## config.mk

```make
export PLATFORM = sky130hd
export DESIGN_NAME = btree_node_sorted_key_store_unit
export DESIGN_NICKNAME = d
export VERILOG_FILES = /design/src/rtl/btns_pkg.sv /design/src/rtl/btns_ctrl.sv /design/src/rtl/btns_dp.sv /design/src/rtl/btree_node_sorted_key_store_unit.sv
export SDC_FILE = /design/constraint.sdc
export NUM_CORES = 1
export LEC_CHECK = 0
export BUFFER_PORTS_ARGS = -buffer_cell sky130_fd_sc_hd__buf_2
export CORE_AREA = 2 2 289 291
export CTS_BUF_LIST = sky130_fd_sc_hd__clkbuf_8
export DETAILED_ROUTE_END_ITERATION = 6
export DIE_AREA = 0 0 291 293
export PLACE_DENSITY_LB_ADDON = 0.2
export SLEW_MARGIN = 20
export SYNTH_ARGS = -nofsm -noshare
export SYNTH_HDL_FRONTEND = slang
export SYNTH_HIERARCHICAL = 1
export SYNTH_SLANG_ARGS = --single-unit
```

## constraint.sdc

```tcl
create_clock -name clk_i -period 8.84 [get_ports clk_i]
set_input_delay 0.442 -clock clk_i [delete_from_list [all_inputs] [get_ports clk_i]]
set_output_delay 0.442 -clock clk_i [all_outputs]
set_load 0.01 [all_outputs]
```

## src/rtl/btns_pkg.sv

```systemverilog
// btns_pkg: shared constants, enum types and sizes for the b-tree node key store
// used by btns_ctrl, btns_dp and btree_node_sorted_key_store_unit; no dependencies
package btns_pkg;

  localparam int MAX_KEYS    = 16;
  localparam int KEY_WIDTH   = 32;
  localparam int CHILD_DEPTH = MAX_KEYS + 1;

  // port field widths
  localparam int OP_W    = 2;
  localparam int IKEY_W  = 32;
  localparam int PAGE_W  = 31;
  localparam int ID_W    = 32;
  localparam int POS_W   = 5;
  localparam int STAT_W  = 2;

  // working index / count widths
  localparam int CNT_W   = $clog2(CHILD_DEPTH + 1);
  localparam int KIDX_W  = $clog2(MAX_KEYS);
  localparam int CIDX_W  = $clog2(CHILD_DEPTH);
  localparam int CMP_W   = (CNT_W > POS_W) ? CNT_W : POS_W;

  typedef enum logic [OP_W-1:0] {
    OP_INS_REC    = 2'd0,
    OP_SEARCH     = 2'd1,
    OP_INS_CHILD  = 2'd2,
    OP_FIND_CHILD = 2'd3
  } op_e;

  typedef enum logic [STAT_W-1:0] {
    STAT_OK        = 2'd0,
    STAT_NOT_FOUND = 2'd1,
    STAT_FULL      = 2'd2,
    STAT_BEYOND    = 2'd3
  } status_e;

  // datapath micro-commands issued by the controller
  typedef enum logic [3:0] {
    DP_NOP,
    DP_START_KINS,
    DP_START_SRCH,
    DP_START_CINS,
    DP_START_CFIND,
    DP_KINS,
    DP_SFIRST,
    DP_SLAST,
    DP_BISECT,
    DP_CINS,
    DP_CFIND
  } dp_cmd_e;

  typedef enum logic [2:0] {
    S_IDLE,
    S_KINS,
    S_SRCH_FIRST,
    S_SRCH_LAST,
    S_BISECT,
    S_CINS,
    S_CFIND,
    S_RESP
  } ctrl_state_e;

  // status returned by the datapath each cycle
  typedef struct packed {
    logic fin;
    logic key_full;
    logic child_full;
  } dp_stat_t;

  // sign-extend or truncate the key port to the stored key width
  function automatic logic signed [KEY_WIDTH-1:0] key_of(input logic [IKEY_W-1:0] raw);
    logic [KEY_WIDTH+IKEY_W-1:0] w;
    w = {{KEY_WIDTH{raw[IKEY_W-1]}}, raw};
    return w[KEY_WIDTH-1:0];
  endfunction

endpackage

```

## src/rtl/btns_ctrl.sv

```systemverilog
// btns_ctrl: operation sequencer for the b-tree node key store
// depends on btns_pkg; drives btns_dp by micro-commands, reads its status
module btns_ctrl (
  input  logic                   clk_i,
  input  logic                   rst_ni,
  input  logic                   start,
  input  logic [1:0]             operation_i,
  input  btns_pkg::dp_stat_t     stat_i,
  output btns_pkg::dp_cmd_e      cmd_o,
  output logic                   busy,
  output logic                   done_o
);
  import btns_pkg::*;

  ctrl_state_e state_q, state_d;

  always_ff @(posedge clk_i or negedge rst_ni) begin
    if (!rst_ni) begin
      state_q <= S_IDLE;
    end else begin
      state_q <= state_d;
    end
  end

  always_comb begin
    state_d = state_q;
    cmd_o   = DP_NOP;
    busy    = 1'b1;
    done_o  = 1'b0;
    case (state_q)
      S_IDLE, S_RESP: begin
        busy   = 1'b0;
        done_o = (state_q == S_RESP);
        state_d = S_IDLE;
        if (start) begin
          case (op_e'(operation_i))
            OP_INS_REC: begin
              cmd_o   = DP_START_KINS;
              state_d = S_KINS;
            end
            OP_SEARCH: begin
              cmd_o   = DP_START_SRCH;
              state_d = S_SRCH_FIRST;
            end
            OP_INS_CHILD: begin
              cmd_o   = DP_START_CINS;
              state_d = S_CINS;
            end
            OP_FIND_CHILD: begin
              cmd_o   = DP_START_CFIND;
              state_d = S_CFIND;
            end
            default: begin
              cmd_o   = DP_NOP;
              state_d = S_IDLE;
            end
          endcase
        end
      end
      S_KINS: begin
        cmd_o = DP_KINS;
        if (stat_i.fin) state_d = S_RESP;
      end
      S_SRCH_FIRST: begin
        cmd_o   = DP_SFIRST;
        state_d = stat_i.fin ? S_RESP : S_SRCH_LAST;
      end
      S_SRCH_LAST: begin
        cmd_o   = DP_SLAST;
        state_d = stat_i.fin ? S_RESP : S_BISECT;
      end
      S_BISECT: begin
        cmd_o = DP_BISECT;
        if (stat_i.fin) state_d = S_RESP;
      end
      S_CINS: begin
        cmd_o = DP_CINS;
        if (stat_i.fin) state_d = S_RESP;
      end
      S_CFIND: begin
        cmd_o = DP_CFIND;
        if (stat_i.fin) state_d = S_RESP;
      end
      default: begin
        state_d = S_IDLE;
      end
    endcase
  end

  a_done_single: assert property (@(posedge clk_i) disable iff (!rst_ni)
    done_o |=> !done_o) else $error("result strobe longer than one cycle");
  a_busy_needs_start: assert property (@(posedge clk_i) disable iff (!rst_ni)
    $rose(busy) |-> $past(start)) else $error("work began without a start");
  a_done_after_work: assert property (@(posedge clk_i) disable iff (!rst_ni)
    done_o |-> $past(busy)) else $error("result without preceding work");
  a_full_insert_short: assert property (@(posedge clk_i) disable iff (!rst_ni)
    (state_q == S_KINS && stat_i.key_full) |=> state_q == S_RESP)
    else $error("insert into full key list did not finish at once");
  a_full_child_short: assert property (@(posedge clk_i) disable iff (!rst_ni)
    (state_q == S_CINS && stat_i.child_full) |=> state_q == S_RESP)
    else $error("insert into full child list did not finish at once");

endmodule

```

## src/rtl/btns_dp.sv

```systemverilog
// btns_dp: key, page and child stores with their counts, index registers and result
// depends on btns_pkg; executes one micro-command from btns_ctrl per cycle
module btns_dp (
  input  logic                           clk_i,
  input  logic                           rst_ni,
  input  btns_pkg::dp_cmd_e              cmd_i,
  input  logic [btns_pkg::IKEY_W-1:0]    key_i,
  input  logic [btns_pkg::PAGE_W-1:0]    data_page_i,
  input  logic [btns_pkg::ID_W-1:0]      child_id_i,
  input  logic [btns_pkg::POS_W-1:0]     child_position_i,
  output btns_pkg::dp_stat_t             stat_o,
  output logic [btns_pkg::POS_W-1:0]     position_o,
  output logic [btns_pkg::STAT_W-1:0]    status_o
);
  import btns_pkg::*;

  logic signed [KEY_WIDTH-1:0] key_mem   [MAX_KEYS];
  logic        [PAGE_W-1:0]    page_mem  [MAX_KEYS];
  logic        [ID_W-1:0]      child_mem [CHILD_DEPTH];

  logic [CNT_W-1:0] key_cnt_q, key_cnt_d, child_cnt_q, child_cnt_d;
  logic [CNT_W-1:0] i_q, i_d, lo_q, lo_d, hi_q, hi_d;
  logic signed [KEY_WIDTH-1:0] k_q, k_d;
  logic [PAGE_W-1:0] page_q, page_d;
  logic [ID_W-1:0]   id_q, id_d;
  logic [POS_W-1:0]  cpos_q, cpos_d;
  logic [POS_W-1:0]  res_pos_q, res_pos_d;
  status_e           res_st_q, res_st_d;

  logic [CNT_W-1:0] piv, kaddr, caddr;
  logic signed [KEY_WIDTH-1:0] rd_key;
  logic [PAGE_W-1:0] rd_page;
  logic [ID_W-1:0]   rd_child;
  logic              fin;

  logic                        kwe, cwe;
  logic [CNT_W-1:0]            kwa, cwa;
  logic signed [KEY_WIDTH-1:0] kwd;
  logic [PAGE_W-1:0]           kwp;
  logic [ID_W-1:0]             cwd;

  assign piv = lo_q + ((hi_q - lo_q) >> 1);

  always_comb begin
    case (cmd_i)
      DP_KINS:   kaddr = i_q - CNT_W'(1);
      DP_SFIRST: kaddr = '0;
      DP_SLAST:  kaddr = key_cnt_q - CNT_W'(1);
      DP_BISECT: kaddr = (lo_q < hi_q) ? piv : lo_q;
      default:   kaddr = '0;
    endcase
  end

  assign caddr    = (cmd_i == DP_CFIND) ? i_q : i_q - CNT_W'(1);
  assign rd_key   = key_mem[kaddr[KIDX_W-1:0]];
  assign rd_page  = page_mem[kaddr[KIDX_W-1:0]];
  assign rd_child = child_mem[caddr[CIDX_W-1:0]];

  always_comb begin
    key_cnt_d   = key_cnt_q;
    child_cnt_d = child_cnt_q;
    i_d         = i_q;
    lo_d        = lo_q;
    hi_d        = hi_q;
    k_d         = k_q;
    page_d      = page_q;
    id_d        = id_q;
    cpos_d      = cpos_q;
    res_pos_d   = res_pos_q;
    res_st_d    = res_st_q;
    fin         = 1'b0;
    kwe         = 1'b0;
    kwa         = i_q;
    kwd         = k_q;
    kwp         = page_q;
    cwe         = 1'b0;
    cwa         = i_q;
    cwd         = id_q;

    if (cmd_i == DP_START_KINS || cmd_i == DP_START_SRCH ||
        cmd_i == DP_START_CINS || cmd_i == DP_START_CFIND) begin
      k_d    = key_of(key_i);
      page_d = data_page_i;
      id_d   = child_id_i;
      cpos_d = child_position_i;
    end

    case (cmd_i)
      DP_START_KINS:  i_d = key_cnt_q;
      DP_START_CINS:  i_d = child_cnt_q;
      DP_START_CFIND: i_d = '0;
      DP_KINS: begin
        if (key_cnt_q == CNT_W'(MAX_KEYS)) begin
          fin       = 1'b1;
          res_pos_d = '0;
          res_st_d  = STAT_FULL;
        end else if (i_q != '0 && rd_key > k_q) begin
          // move the larger entry up one place
          kwe = 1'b1;
          kwd = rd_key;
          kwp = rd_page;
          i_d = i_q - CNT_W'(1);
        end else begin
          kwe       = 1'b1;
          key_cnt_d = key_cnt_q + CNT_W'(1);
          fin       = 1'b1;
          res_pos_d = POS_W'(i_q);
          res_st_d  = STAT_OK;
        end
      end
      DP_SFIRST: begin
        lo_d = '0;
        hi_d = key_cnt_q - CNT_W'(1);
        if (key_cnt_q == '0 || rd_key > k_q) begin
          fin       = 1'b1;
          res_pos_d = '0;
          res_st_d  = STAT_NOT_FOUND;
        end
      end
      DP_SLAST: begin
        if (rd_key < k_q) begin
          fin       = 1'b1;
          res_pos_d = '0;
          res_st_d  = STAT_NOT_FOUND;
        end
      end
      DP_BISECT: begin
        if (lo_q < hi_q) begin
          if (k_q < rd_key) begin
            hi_d = piv;
          end else if (k_q == rd_key) begin
            fin       = 1'b1;
            res_pos_d = POS_W'(piv);
            res_st_d  = STAT_OK;
          end else begin
            lo_d = piv + CNT_W'(1);
          end
        end else begin
          fin = 1'b1;
          if (k_q == rd_key) begin
            res_pos_d = POS_W'(lo_q);
            res_st_d  = STAT_OK;
          end else begin
            res_pos_d = '0;
            res_st_d  = STAT_NOT_FOUND;
          end
        end
      end
      DP_CINS: begin
        if (child_cnt_q == CNT_W'(CHILD_DEPTH)) begin
          fin       = 1'b1;
          res_pos_d = '0;
          res_st_d  = STAT_FULL;
        end else if (CMP_W'(cpos_q) > CMP_W'(child_cnt_q)) begin
          fin       = 1'b1;
          res_pos_d = '0;
          res_st_d  = STAT_BEYOND;
        end else if (CMP_W'(i_q) > CMP_W'(cpos_q)) begin
          cwe = 1'b1;
          cwd = rd_child;
          i_d = i_q - CNT_W'(1);
        end else begin
          cwe         = 1'b1;
          child_cnt_d = child_cnt_q + CNT_W'(1);
          fin         = 1'b1;
          res_pos_d   = POS_W'(i_q);
          res_st_d    = STAT_OK;
        end
      end
      DP_CFIND: begin
        if (i_q < child_cnt_q) begin
          if (rd_child == id_q) begin
            fin       = 1'b1;
            res_pos_d = POS_W'(i_q);
            res_st_d  = STAT_OK;
          end else begin
            i_d = i_q + CNT_W'(1);
          end
        end else begin
          fin       = 1'b1;
          res_pos_d = '0;
          res_st_d  = STAT_NOT_FOUND;
        end
      end
      default: begin
      end
    endcase
  end

  always_ff @(posedge clk_i or negedge rst_ni) begin
    if (!rst_ni) begin
      key_cnt_q   <= '0;
      child_cnt_q <= '0;
    end else begin
      key_cnt_q   <= key_cnt_d;
      child_cnt_q <= child_cnt_d;
    end
  end

  always_ff @(posedge clk_i) begin
    i_q       <= i_d;
    lo_q      <= lo_d;
    hi_q      <= hi_d;
    k_q       <= k_d;
    page_q    <= page_d;
    id_q      <= id_d;
    cpos_q    <= cpos_d;
    res_pos_q <= res_pos_d;
    res_st_q  <= res_st_d;
    if (kwe) begin
      key_mem[kwa[KIDX_W-1:0]]  <= kwd;
      page_mem[kwa[KIDX_W-1:0]] <= kwp;
    end
    if (cwe) begin
      child_mem[cwa[CIDX_W-1:0]] <= cwd;
    end
  end

  assign stat_o.fin        = fin;
  assign stat_o.key_full   = (key_cnt_q == CNT_W'(MAX_KEYS));
  assign stat_o.child_full = (child_cnt_q == CNT_W'(CHILD_DEPTH));
  assign position_o        = res_pos_q;
  assign status_o          = res_st_q;

  a_key_cnt_bound: assert property (@(posedge clk_i) disable iff (!rst_ni)
    key_cnt_q <= CNT_W'(MAX_KEYS)) else $error("key count above capacity");
  a_child_cnt_bound: assert property (@(posedge clk_i) disable iff (!rst_ni)
    child_cnt_q <= CNT_W'(CHILD_DEPTH)) else $error("child count above capacity");
  a_key_cnt_step: assert property (@(posedge clk_i) disable iff (!rst_ni)
    key_cnt_q != $past(key_cnt_q) |-> key_cnt_q == $past(key_cnt_q) + CNT_W'(1))
    else $error("key count moved by other than one");
  a_keys_sorted: assert property (@(posedge clk_i) disable iff (!rst_ni)
    key_cnt_q >= CNT_W'(2) |-> key_mem[0] <= key_mem[1])
    else $error("first two keys out of order");

endmodule

```

## src/rtl/btree_node_sorted_key_store_unit.sv

```systemverilog
// done_o is high in the cycle after the last work step
// each work step is one shift or compare per cycle through the single store read port
// throughput: a new start is taken in the cycle done_o is high; the receiver cannot stall
// reset: asynchronous, active low; clears both counts, store contents stay undefined
// until written and are only read below the counts
module btree_node_sorted_key_store_unit (
  input  logic                           clk_i,
  input  logic                           rst_ni,
  // command transaction
  input  logic                           start,
  output logic                           busy,
  input  logic [btns_pkg::OP_W-1:0]      operation_i,
  input  logic [btns_pkg::IKEY_W-1:0]    key_i,
  input  logic [btns_pkg::PAGE_W-1:0]    data_page_i,
  input  logic [btns_pkg::ID_W-1:0]      child_id_i,
  input  logic [btns_pkg::POS_W-1:0]     child_position_i,
  // result transaction, one cycle strobe
  output logic                           done_o,
  output logic [btns_pkg::POS_W-1:0]     position_o,
  output logic [btns_pkg::STAT_W-1:0]    status_o
);
  import btns_pkg::*;

  // command and status between sequencer and datapath
  dp_cmd_e  cmd;
  dp_stat_t stat;

  // sequencer: one state per phase of each operation, result state last
  btns_ctrl u_ctrl (
    .clk_i       (clk_i),
    .rst_ni      (rst_ni),
    .start       (start),
    .operation_i (operation_i),
    .stat_i      (stat),
    .cmd_o       (cmd),
    .busy        (busy),
    .done_o      (done_o)
  );

  // datapath: sorted key list shifts from the top down, so the scan for the
  // insert point and the shift share the same pass; search follows the
  // bisection order exactly so duplicates report the same index
  btns_dp u_dp (
    .clk_i            (clk_i),
    .rst_ni           (rst_ni),
    .cmd_i            (cmd),
    .key_i            (key_i),
    .data_page_i      (data_page_i),
    .child_id_i       (child_id_i),
    .child_position_i (child_position_i),
    .stat_o           (stat),
    .position_o       (position_o),
    .status_o         (status_o)
  );

endmodule
```

[After elaboration in Yosys (flattened, before gate mapping)]
Memories as Yosys holds them, arrays and structs flattened.
Index checks and enable logic that the tools add are counted.
Cells by class
  equal/unequal tests: 43
  bitwise operators: 5
  $add $sub $neg: 8
  multiply operators: 0
  shifts and indexed selects: 0
  muxes and demuxes: 86
  reductions and logical operators: 20
  div/mod/pow operators: 0
  order comparisons: 7
Operators with widths (count)
  $mux 32: 7
  $mux 5: 26
  $eq 32x32->1: 2
  $lt 32x32->1: 2
  $pmux 5 s6: 2
  $gt 32x32->1: 1
  $pmux 4 s7: 1
  $mux 2: 13
  $mux 1: 24
  $pmux 3 s4: 2
  $add 5x1->5 const B: 4
  $pmux 5 s2: 2
  $eq 4x3->1 const B: 4
  $pmux 4 s4: 1
  $reduce_and 8->1: 2
  $ne 2x1->1 const B: 7
  $ne 2x2->1 const B: 7
  $eq 3x3->1 const B: 4
  $eq 4x4->1 const B: 3
  $ne 3x3->1 const B: 4
  $pmux 2 s6: 1
  $pmux 4 s3: 1
  $reduce_bool 6->1: 2
  $eq 5x5->1 const B: 2
  other kinds (27): 45
Storage, ports and cells
  bits of input ports: 105
  memory bits (writable): 1056
  word-level logic and storage cells: 182
  bits in latches: 0
  bits in registers: 104
  memories: 2
  ROM bits: 0
  output and inout bits: 9
Memory list
  u_dp.child_mem: words 17, bits a word 32, read ports 1, clocked after Yosys merged registers in 0, wr ports 1, line btns_dp.sv:19  | logic [ID_W-1:0] child_mem [CHILD_DEPTH];
  u_dp.key_mem: words 16, bits a word 32, read ports 1, clocked after Yosys merged registers in 0, wr ports 1, line btns_dp.sv:17  | logic signed [KEY_WIDTH-1:0] key_mem [MAX_KEYS];

[Logic depth before layout (Yosys ltp)]
Gate-level depths: netlist (run 1).
An unclocked memory read counts as a cell.
  word-level depth: 14
  gate-level depth with buffers: 32
  mapped depth without buffers: 29

[Cells and area by module]
Netlist (run 1), hierarchy kept.
By module, submodules not included
  btns_dp: times used 1, area an instance 48695.5 µm², cells an instance 3161, seq. area each 34693.3 µm²
  btns_ctrl: times used 1, area an instance 346.6 µm², cells an instance 43, seq. area each 75.1 µm²

[Worst setup path before layout (run 1)]
No wires, ideal clock.
  kind: register to register
  start: register u_dp.lo_q[0]
  end: memory u_dp.key_mem[0][10] (data pin)
  clock period less this slack: 7.097 ns
  buffers on the path: 4
  stages on the path, launching flop included: 28
  data arrival time: 6.801 ns
  required time: 8.544 ns
  setup slack: 1.743 ns
  setup time: 0.296 ns
  cells stage by stage: edfxtp_1 > ha_1 > fa_1 > inv_1 > ha_1 > inv_1 > fa_1 > inv_1 > mux2i_1 > o21ai_0 > clkbuf_1 > buf_1 > mux4_2 > a2111oi_0 > nand4b_1 > ha_1 > a21o_1 > a21o_1 > a21o_1 > a21oi_1 > o22ai_1 > or3_1 > o22ai_1 > o21a_1 > and2_1 > clkbuf_1 > clkbuf_1 > mux2i_1
On the way
  longest elaborated chain between the ends: 10
  elaborated cells on any way between the ends: 11
  classes of those cells: 2 x add/sub; 2 x order compare; 5 x mux; 1 x reduce/logical; 1 x memory
Ends and longest elaborated chain
  start, declared: line btns_dp.sv:22  | logic [CNT_W-1:0] i_q, i_d, lo_q, lo_d, hi_q, hi_d;
  start signal, assigned: line btns_dp.sv:202  | lo_q <= lo_d;
  $sub 5x5->5: line btns_dp.sv:42  | assign piv = lo_q + ((hi_q - lo_q) >> 1);
  $add 5x4->5: line btns_dp.sv:42
  $mux 4 *: line btns_dp.sv:49  | DP_BISECT: kaddr = (lo_q < hi_q) ? piv : lo_q;
  $pmux 4 s3 *: line btns_dp.sv:45  | case (cmd_i)
  $mem_v2 16x32 *
  $gt 32x32->1: line btns_dp.sv:97  | end else if (i_q != '0 && rd_key > k_q) begin
  $logic_and 1x1->1: line btns_dp.sv:97
  $mux 32 *: line btns_dp.sv:97
  $mux 32 *: line btns_dp.sv:93  | if (key_cnt_q == CNT_W'(MAX_KEYS)) begin
  $mux 32 *: line btns_dp.sv:88  | case (cmd_i)
  via u_dp.kwd[10]: line btns_dp.sv:38  | logic signed [KEY_WIDTH-1:0] kwd;
  end, declared: line btns_dp.sv:17
The timed path passes the listed nets; every way through them passes the cells marked *.

[Worst setup path in the final report (run 1)]
  start: register u_dp.lo_q[1]
  end: memory u_dp.key_mem[5][13] (data pin)
Same word-level chain as after synthesis.

==> reports/results.md, run 1 <==
| Item | Reported |
|---|---|
| DR vias | 29900 |
| Number of top-level design ports | 114 |
| Inserted Clock Buffers | 179 |
| Overflow left after global routing | 0 |
| Final hold vios | 0 |
| Number of optimization iterations in the first detailed-route pass | 7 |
| Area of the mapped netlist | 49000 sq um |
| Post-synthesis sequential element count | 1160 |
| Maximum number of buffers from clock root to sink | 3 |
| Most frequent cells in the layout | sky130_fd_sc_hd__edfxtp_1, sky130_fd_sc_hd__nand2_1, sky130_fd_sc_hd__clkbuf_8 |
| Min Clock Period, post-route | 8.40 ns |
| Share of post-route cells with drive strength above 1 | 0.185 |
| Async set-reset flop share out of synthesis | 0.0112 |
| Startpoint of the most critical register-to-register path | u_dp/lo_q[1] |
| Outcome | finished, final reports clean |
| Share of synthesized cell area in full adder, half adder and majority cells | 0.0187 |
| Sequential fraction of the synthesis area | 0.709 |
| Predominant post-synthesis flop cell | sky130_fd_sc_hd__edfxtp_1 |
| Compound-gate portion of the synthesized area | 0.0632 |
| Highest fanout seen on the critical path | 20 |
| Total wirelength of the detailed-routed design | 123000 microns |
| Global-route usage over all layers | 0.290 |
| Standby leakage power | 19.1 nW |
| WS Path Type | register to register |
| Average detailed-routed wire length per instance | 25.9 microns |
| Number of synthesized flops with an enable pin | 1147 |
| Die height | 293 microns |
| Violation count after the first detailed-routing iteration | 3090 |
| Hold Path Sink | u_ctrl/state_q[1] |
| TritonCTS clock tree | yes |
| I/O Buffers | 82 |
| Slack of the worst reg-to-reg path | 0.44 ns |
| Top achievable clock speed | 0.119 GHz |
| Area of the die | 85300 sq um |
| Growth of design area from synthesis to finish | 13.1% |
| Buffer cell driving the clock tree root | sky130_fd_sc_hd__clkbuf_8 |
| Cell depth of the worst flop-to-flop path | 24 |
| WHS Path Cells | 4 |
| Post-CTS repair timing setup buffer count | 0 |
| Power density cells | 398 nW/um^2 |
| Post-Synth Simple-Gate Area | 0.0865 |
| Post-synth net total | 3381 |
| Number of endpoints failing setup at the final stage | 0 |
| Clock network latency to the later pin of the worst-skew pair | 0.83 ns |
| Actual transition at the worst max-transition pin | 1.08 ns |
| Maximum resistive drop on vdd | 0.315 mV |
| Number of fill cells in the layout | 5450 |
| Die Wd | 291 microns |
| Setup repair after global routing missed its margin | no |
| Number of antenna-violating nets in the routed design | 0 |
| Clk network pwr share | 0.182 |
| Clock input transition at the sequential cells of the worst setup and hold paths | 0.06 ns |
| Setup TNS Final | 0 ns |
| Worst endpoint required time | 9.30 ns |
| Number of global-route vias before repair | 30400 |
| Core box area | 81800 sq um |
| Critical hold path startpoint | start |
| Cell variety after synth | 88 |
| Vias per std cell | 6.31 |
| Setup Skew | 0.0440 ns |
| Antenna violations before repair | 1 |
| Final worst path period share | 0.950 |
| Internal power consumption | 0.0131 W |
| Library cell occupying the most area in the post-synthesis netlist | sky130_fd_sc_hd__edfxtp_1 |
| Worst reg2reg endpoint | u_dp/key_mem[5][13] |
| Power spent charging and discharging nets | 0.00896 W |
| Most area-consuming cells after synthesis | sky130_fd_sc_hd__edfxtp_1, sky130_fd_sc_hd__mux4_2, sky130_fd_sc_hd__nand2_1, sky130_fd_sc_hd__mux2i_1, sky130_fd_sc_hd__ha_1 |
| Portion of total power attributed to sequential cells | 0.348 |
| Path category of the worst min-delay check | primary input to register |
| Total design power | 0.0221 W |
| Starting Density | 0.599 |
| Most common library cell in the layout ignoring fill and taps | sky130_fd_sc_hd__edfxtp_1 |
| Syn Area/Cell | 15.3 sq um |
| MaxCap Viol Count | 0 |
| Standard-cell row count | 105 |
| Main combinational cell family by area after synthesis | simple AND/OR/NAND/NOR gates |
| Type of destination of the critical path | register |
| Top cell type's share of synthesized area | 0.702 |
| Startpoint class of the critical path | register |
| Remaining routing DRC violations | 0 |
| Mux cell area share after synthesis | 0.0834 |
| Slew headroom | 0.278 |
| Largest net degree at the start of global routing | 68 |
| Data arrival time of the critical path | 8.86 ns |
| Switching fraction of total power | 0.405 |
| Routability congestion estimate from global placement | 0.869 |
| Combinational cell fraction of total power | 0.470 |
| # clock sinks | 1160 |
| Deepest level of the CTS H-tree | 4 |
| Nets | 3699 |
| Wire length of the first global-routing pass | 184000 microns |
| Max-slew violation count | 0 |
| Total of warnings raised by yosys | 6 |
| XOR/XNOR share of the synthesized area | 0.0155 |
| Sum of net half-perimeters after detailed placement | 69800 microns |
| Cells after Synth | 3204 |
==> power by group through the flow <==
stage / combinational, W / sequential (W) / clock [W]
2_1_floorplan: 0.00689 / 0.00770 / 0
3_3_place_gp: 0.00983 / 0.00779 / 0
3_5_place_dp: 0.0101 / 0.00781 / 0
4_1_cts: 0.0102 / 0.00770 / 0.00408
5_1_grt: 0.0112 / 0.00772 / 0.00432
6_report: 0.0104 / 0.00770 / 0.00402
==> what timing repair did <==
item / 4_1_cts / 5_1_grt
resized for setup: 0 / 3
hold buffers: 74 / 0
endpoints found under the hold margin: 83 / 0
endpoints found under the setup margin: 0 / 32
==> metal layers <==
| metal | global-route usage | up-vias | routed length, microns |
|---|---|---|---|
| li1 | - | 13000 | - |
| met1 | 0.371 | 15000 | 46300 |
| met2 | 0.499 | 1522 | 62100 |
| met3 | 0.0469 | 303 | 9690 |
| met4 | 0.122 | 0 | 4530 |
| met5 | 0 | - | 0 |
==> worst max-delay path by stage <==
stage	startpoint	end	slack, ns	cells past startpoint
finish	u_dp/lo_q[1]	u_dp/key_mem[5][13]	0.44	24
global route	u_dp/lo_q[1]	u_dp/key_mem[13][13]	0.008	24
CTS	u_dp/lo_q[1]	u_dp/key_mem[13][5]	0.37	24
detailed placement	u_dp/lo_q[1]	u_dp/key_mem[5][10]	0.47	24
global placement	u_dp/lo_q[1]	u_dp/key_mem[5][10]	0.69	24
floorplan	u_dp/lo_q[0]	u_dp/key_mem[0][10]	1.74	27
==> cell type report <==
type                            instances  area (sq um)  area share
Multi-Input combinational cell       1790         13400       0.242
Tap cell                             1070          1340      0.0241
Sequential cell                      1160         34800       0.627
Timing Repair Buffer                  308          2450      0.0442
Clock buffer                          184          2530      0.0456
Clock inverter                        137           653      0.0118
Inverter                               83           317     0.00570
Antenna cell                            1          2.50   0.0000451
==> logic make-up after synthesis <==
kind of cell	Yosys count
AND/OR/NAND/NOR	901
AO/OA/AOI/OAI	449
flip-flops	1160
adder cells (fa/ha/maj)	72
multiplexers	281
buffers and inverters	254
XOR/XNOR	87
==> synth_stat cells, types with 23 or more instances <==
cell type / n
sky130_fd_sc_hd__ha_1: 70
sky130_fd_sc_hd__nand4b_1: 28
sky130_fd_sc_hd__buf_2: 34
sky130_fd_sc_hd__nor2_1: 83
sky130_fd_sc_hd__nand2b_1: 25
sky130_fd_sc_hd__o21ai_0: 44
sky130_fd_sc_hd__nand2_1: 477
sky130_fd_sc_hd__nand4_1: 28
sky130_fd_sc_hd__and2_1: 23
sky130_fd_sc_hd__mux2i_1: 161
sky130_fd_sc_hd__a31oi_1: 34
sky130_fd_sc_hd__clkbuf_1: 91
sky130_fd_sc_hd__edfxtp_1: 1147
sky130_fd_sc_hd__and3_1: 29
sky130_fd_sc_hd__xnor2_1: 48
sky130_fd_sc_hd__mux4_2: 99
sky130_fd_sc_hd__nor3_1: 32
sky130_fd_sc_hd__a2111oi_0: 29
sky130_fd_sc_hd__xor2_1: 39
sky130_fd_sc_hd__a21oi_1: 123
sky130_fd_sc_hd__inv_1: 80
sky130_fd_sc_hd__a22oi_1: 67
sky130_fd_sc_hd__nand3_1: 97
==> metrics by stage <==
step | cell area (sq um) | util | hold slack (ns) | setup slack [ns] | instances
2_1_floorplan | 49000 | - | 0.146 | 1.74 | 3204
3_3_place_gp | 51400 | 0.628 | 0.354 | 0.693 | 4337
3_5_place_dp | 51400 | 0.629 | 0.365 | 0.466 | 4337
4_1_cts | 55400 | 0.677 | 0.0410 | 0.371 | 4732
5_1_grt | 55500 | 0.678 | 0.0955 | 0.00846 | 4733
6_report | 55500 | 0.678 | 0.108 | 0.443 | 4733
==> state kept, by name, indices dropped and copies added (netlist names), 5 cells and up <==
signal	count
u_dp/hi_q	5
u_dp/id_q	32
u_dp/cwa	5
u_dp/cpos_q	5
u_dp/key_cnt_q	5
u_dp/position_o	5
u_dp/lo_q	5
u_dp/child_mem	544
u_dp/child_cnt_q	5
u_dp/k_q	32
u_dp/key_mem	512
==> critical path, stage by stage (launching register included) <==
cell and delay (ns):
sky130_fd_sc_hd__edfxtp_1 0.48, sky130_fd_sc_hd__inv_1 0.17, sky130_fd_sc_hd__ha_1 0.26, sky130_fd_sc_hd__nor2b_1 0.13, sky130_fd_sc_hd__o21ai_0 0.18, sky130_fd_sc_hd__nor4b_1 0.33
sky130_fd_sc_hd__or2_2 0.26, sky130_fd_sc_hd__mux2_2 0.38, sky130_fd_sc_hd__a21oi_4 0.67, sky130_fd_sc_hd__buf_4 0.36, sky130_fd_sc_hd__buf_4 0.22, sky130_fd_sc_hd__mux4_2 0.51
sky130_fd_sc_hd__a2111oi_0 0.42, sky130_fd_sc_hd__nand4b_1 0.21, sky130_fd_sc_hd__ha_1 0.28, sky130_fd_sc_hd__nand4_1 0.15, sky130_fd_sc_hd__or3_1 0.31, sky130_fd_sc_hd__a21oi_1 0.10
sky130_fd_sc_hd__buf_4 0.17, sky130_fd_sc_hd__or3_1 0.39, sky130_fd_sc_hd__o22ai_1 0.44, sky130_fd_sc_hd__o21a_1 0.25, sky130_fd_sc_hd__and2_2 0.19, sky130_fd_sc_hd__buf_12 0.22
sky130_fd_sc_hd__mux2i_1 0.88
Note: power is estimated with default switching activity, not from simulation.
==> run 2: changes to the inputs <==
==> constraint.sdc (replaced) <==
create_clock -name clk_i -period 8.84 [get_ports clk_i]
set_input_delay 2.21 -clock clk_i [delete_from_list [all_inputs] [get_ports clk_i]]
set_output_delay 2.21 -clock clk_i [all_outputs]
set_load 0.01 [all_outputs]
==> reports/results.md, run 2 (synthesis gave the netlist of run 1 again) <==
| Item | Reported | vs previous |
|---|---|---|
| Power density cells | 406 nW/um^2 | was 398 nW/um^2 |
| Antenna violations before repair | 1 | unchanged |
| Setup Skew | 0.0651 ns | was 0.0440 ns |
| Routability congestion estimate from global placement | 0.902 | was 0.869 |
| Maximum resistive drop on vdd | 0.303 mV | was 0.315 mV |
| Core box area | 81800 sq um | unchanged |
| Top achievable clock speed | 0.121 GHz | was 0.119 GHz |
| Hold Path Sink | u_dp/key_cnt_q[4] | was u_ctrl/state_q[1] |
| MaxCap Viol Count | 0 | unchanged |
| Clock network latency to the later pin of the worst-skew pair | 0.89 ns | was 0.83 ns |
| Deepest level of the CTS H-tree | 4 | unchanged |
| Number of antenna-violating nets in the routed design | 0 | unchanged |
| Global-route usage over all layers | 0.292 | was 0.290 |
| Standby leakage power | 19.0 nW | was 19.1 nW |
| Number of endpoints failing setup at the final stage | 0 | unchanged |
| Share of the core filled with cells | 0.674 | was 0.678 |
| Cell depth of the worst flop-to-flop path | 30 | was 24 |
| Type of destination of the critical path | register | unchanged |
| DR vias | 29800 | was 29900 |
| Startpoint of the most critical register-to-register path | u_dp/lo_q[0] | was u_dp/lo_q[1] |
| Standard-cell row count | 105 | unchanged |
| Worst path slowest cell | sky130_fd_sc_hd__a2111oi_0 | was sky130_fd_sc_hd__mux2i_1 |
| Path category of the worst min-delay check | register to register | was primary input to register |
| Post-CTS repair timing setup buffer count | 0 | unchanged |
| Slew headroom | 0.314 | was 0.278 |
| Hold_buf cts | 0 | was 74 |
| Setup repair after global routing missed its margin | no | unchanged |
| Startpoint class of the critical path | primary input | was register |
| Number of top-level design ports | 114 | unchanged |
| Non-filler cells, final | 4697 | was 4733 |
| Data arrival time of the critical path | 9.03 ns | was 8.86 ns |
| Total wirelength of the detailed-routed design | 124000 microns | was 123000 microns |
| Critical hold path startpoint | u_dp/key_cnt_q[4] | was start |
| Min Clock Period, post-route | 8.27 ns | was 8.40 ns |
| Number of optimization iterations in the first detailed-route pass | 6 | was 7 |
| TritonCTS clock tree | yes | unchanged |
| Growth of design area from synthesis to finish | 12.5% | was 13.1% |
| Actual transition at the worst max-transition pin | 1.02 ns | was 1.08 ns |
| Wire length of the first global-routing pass | 183000 microns | was 184000 microns |
| Vias per std cell | 6.35 | was 6.31 |
| Final worst-path setup slack | 0.568 ns | was 0.443 ns |
| Share of post-route cells with drive strength above 1 | 0.193 | was 0.185 |
| Worst reg2reg endpoint | u_ctrl/state_q[0] | was u_dp/key_mem[5][13] |
| Overflow left after global routing | 0 | unchanged |
| Maximum number of buffers from clock root to sink | 3 | unchanged |
| Cell count after placement | 4374 | was 4337 |
| Largest register FFs | 544 | unchanged |
| CTS resizes | 0 | unchanged |
| Largest incremental delay on the critical path | 0.67 ns | was 0.88 ns |
| Clock input transition at the sequential cells of the worst setup and hold paths | 0.06 ns | about the same |
| Worst endpoint required time | 9.60 ns | was 9.30 ns |
| Worst hold slack across all endpoints | 0.544 ns | was 0.108 ns |
| Nets | 3663 | was 3699 |
| Die height | 293 microns | unchanged |
| Largest net degree at the start of global routing | 87 | was 68 |
| Violation count after the first detailed-routing iteration | 3337 | was 3090 |
| # clock sinks | 1160 | unchanged |
| WS Path Type | primary input to register | was register to register |
| Most frequent cells in the layout | sky130_fd_sc_hd__edfxtp_1, sky130_fd_sc_hd__nand2_1, sky130_fd_sc_hd__clkbuf_8 | unchanged |
| Most common library cell in the layout ignoring fill and taps | sky130_fd_sc_hd__edfxtp_1 | unchanged |
| Max-slew violation count | 0 | unchanged |
| Slack of the worst reg-to-reg path | 0.71 ns | was 0.44 ns |
| DP Area | 51800 sq um | was 51400 sq um |
| Inserted Clock Buffers | 180 | was 179 |
| Number of global-route vias before repair | 30100 | was 30400 |
| Buffer cell driving the clock tree root | sky130_fd_sc_hd__clkbuf_8 | unchanged |
| Starting Density | 0.599 | unchanged |
| I/O Buffers | 82 | unchanged |
| Highest fanout seen on the critical path | 25 | was 20 |
| Sum of net half-perimeters after detailed placement | 70700 microns | was 69800 microns |
| Remaining routing DRC violations | 0 | unchanged |
| Final worst path period share | 0.936 | was 0.950 |
| Final Cell Area | 55200 sq um | was 55500 sq um |
| Library cell appearing most often on the critical path | sky130_fd_sc_hd__a21oi_1 | was sky130_fd_sc_hd__buf_4 |
| WHS Path Cells | 1 | was 4 |
| Average detailed-routed wire length per instance | 26.3 microns | was 25.9 microns |
| Worst slack, placed | -0.214 ns | was 0.466 ns |
| Area of the die | 85300 sq um | unchanged |
| Outcome | finished, final reports clean | unchanged |
| Die Wd | 291 microns | unchanged |
| Final hold vios | 0 | unchanged |
## run 2: worst max-delay path, delay by kind of cell
| family | cells | cell delay (ns) |
|---|---|---|
| AO/OA/AOI/OAI | 11 | 2.88 |
| adder cells (fa/ha/maj) | 2 | 0.42 |
| buffers and inverters | 6 | 0.95 |
| multiplexers | 1 | 0.31 |
| AND/OR/NAND/NOR | 10 | 2.21 |
## run 2: layout make-up
| cell class | count | area (sq um) |
|---|---|---|
| sequential | 1160 | 34800 |
| fill | 5490 | 26700 |
| multi-input combinational | 1790 | 13400 |
| clock buffer | 180 | 2480 |
| timing repair buffer | 271 | 2100 |
| tap | 1070 | 1340 |
| clock inverter | 142 | 815 |
| inverter | 83 | 317 |
| antenna | 1 | 2.50 |
## run 2: routing by layer
layer / share of wire / wire [microns] / vias to the layer above / global-route usage
li1: - / - / 13000 / -
met1: 0.37 / 46200 / 14900 / 0.378
met2: 0.49 / 60800 / 1615 / 0.485
met3: 0.090 / 11100 / 327 / 0.0508
met4: 0.044 / 5430 / 0 / 0.141
met5: 0 / 0 / - / 0
## run 2: how the worst max path moves through the flow
stage / start / to / slack [ns]
floorplan: operation_i[0] / u_dp/key_mem[0][10] / 0.48
global placement: operation_i[0] / u_ctrl/state_q[0] / 0.04
detailed placement: operation_i[1] / u_ctrl/state_q[0] / -0.21
CTS: operation_i[1] / u_ctrl/state_q[0] / 0.71
global route: operation_i[0] / u_ctrl/state_q[0] / 0.45
finish: operation_i[1] / u_ctrl/state_q[0] / 0.57
## run 2: power breakdown
part | internal [W] | switching, W | total, W
registers | 0.00738 | 0.000309 | 0.00769
logic | 0.00395 | 0.00665 | 0.0106
clock network | 0.00206 | 0.00207 | 0.00413
total | 0.0134 | 0.00902 | 0.0224
## run 2: through the flow
step / total power [W] / TNS, ns
floorplan: 0.0146 / 0
global placement: 0.0179 / 0
detailed placement: 0.0182 / -47.85
CTS: 0.0224 / 0
global route: 0.0236 / 0
finish: 0.0224 / 0
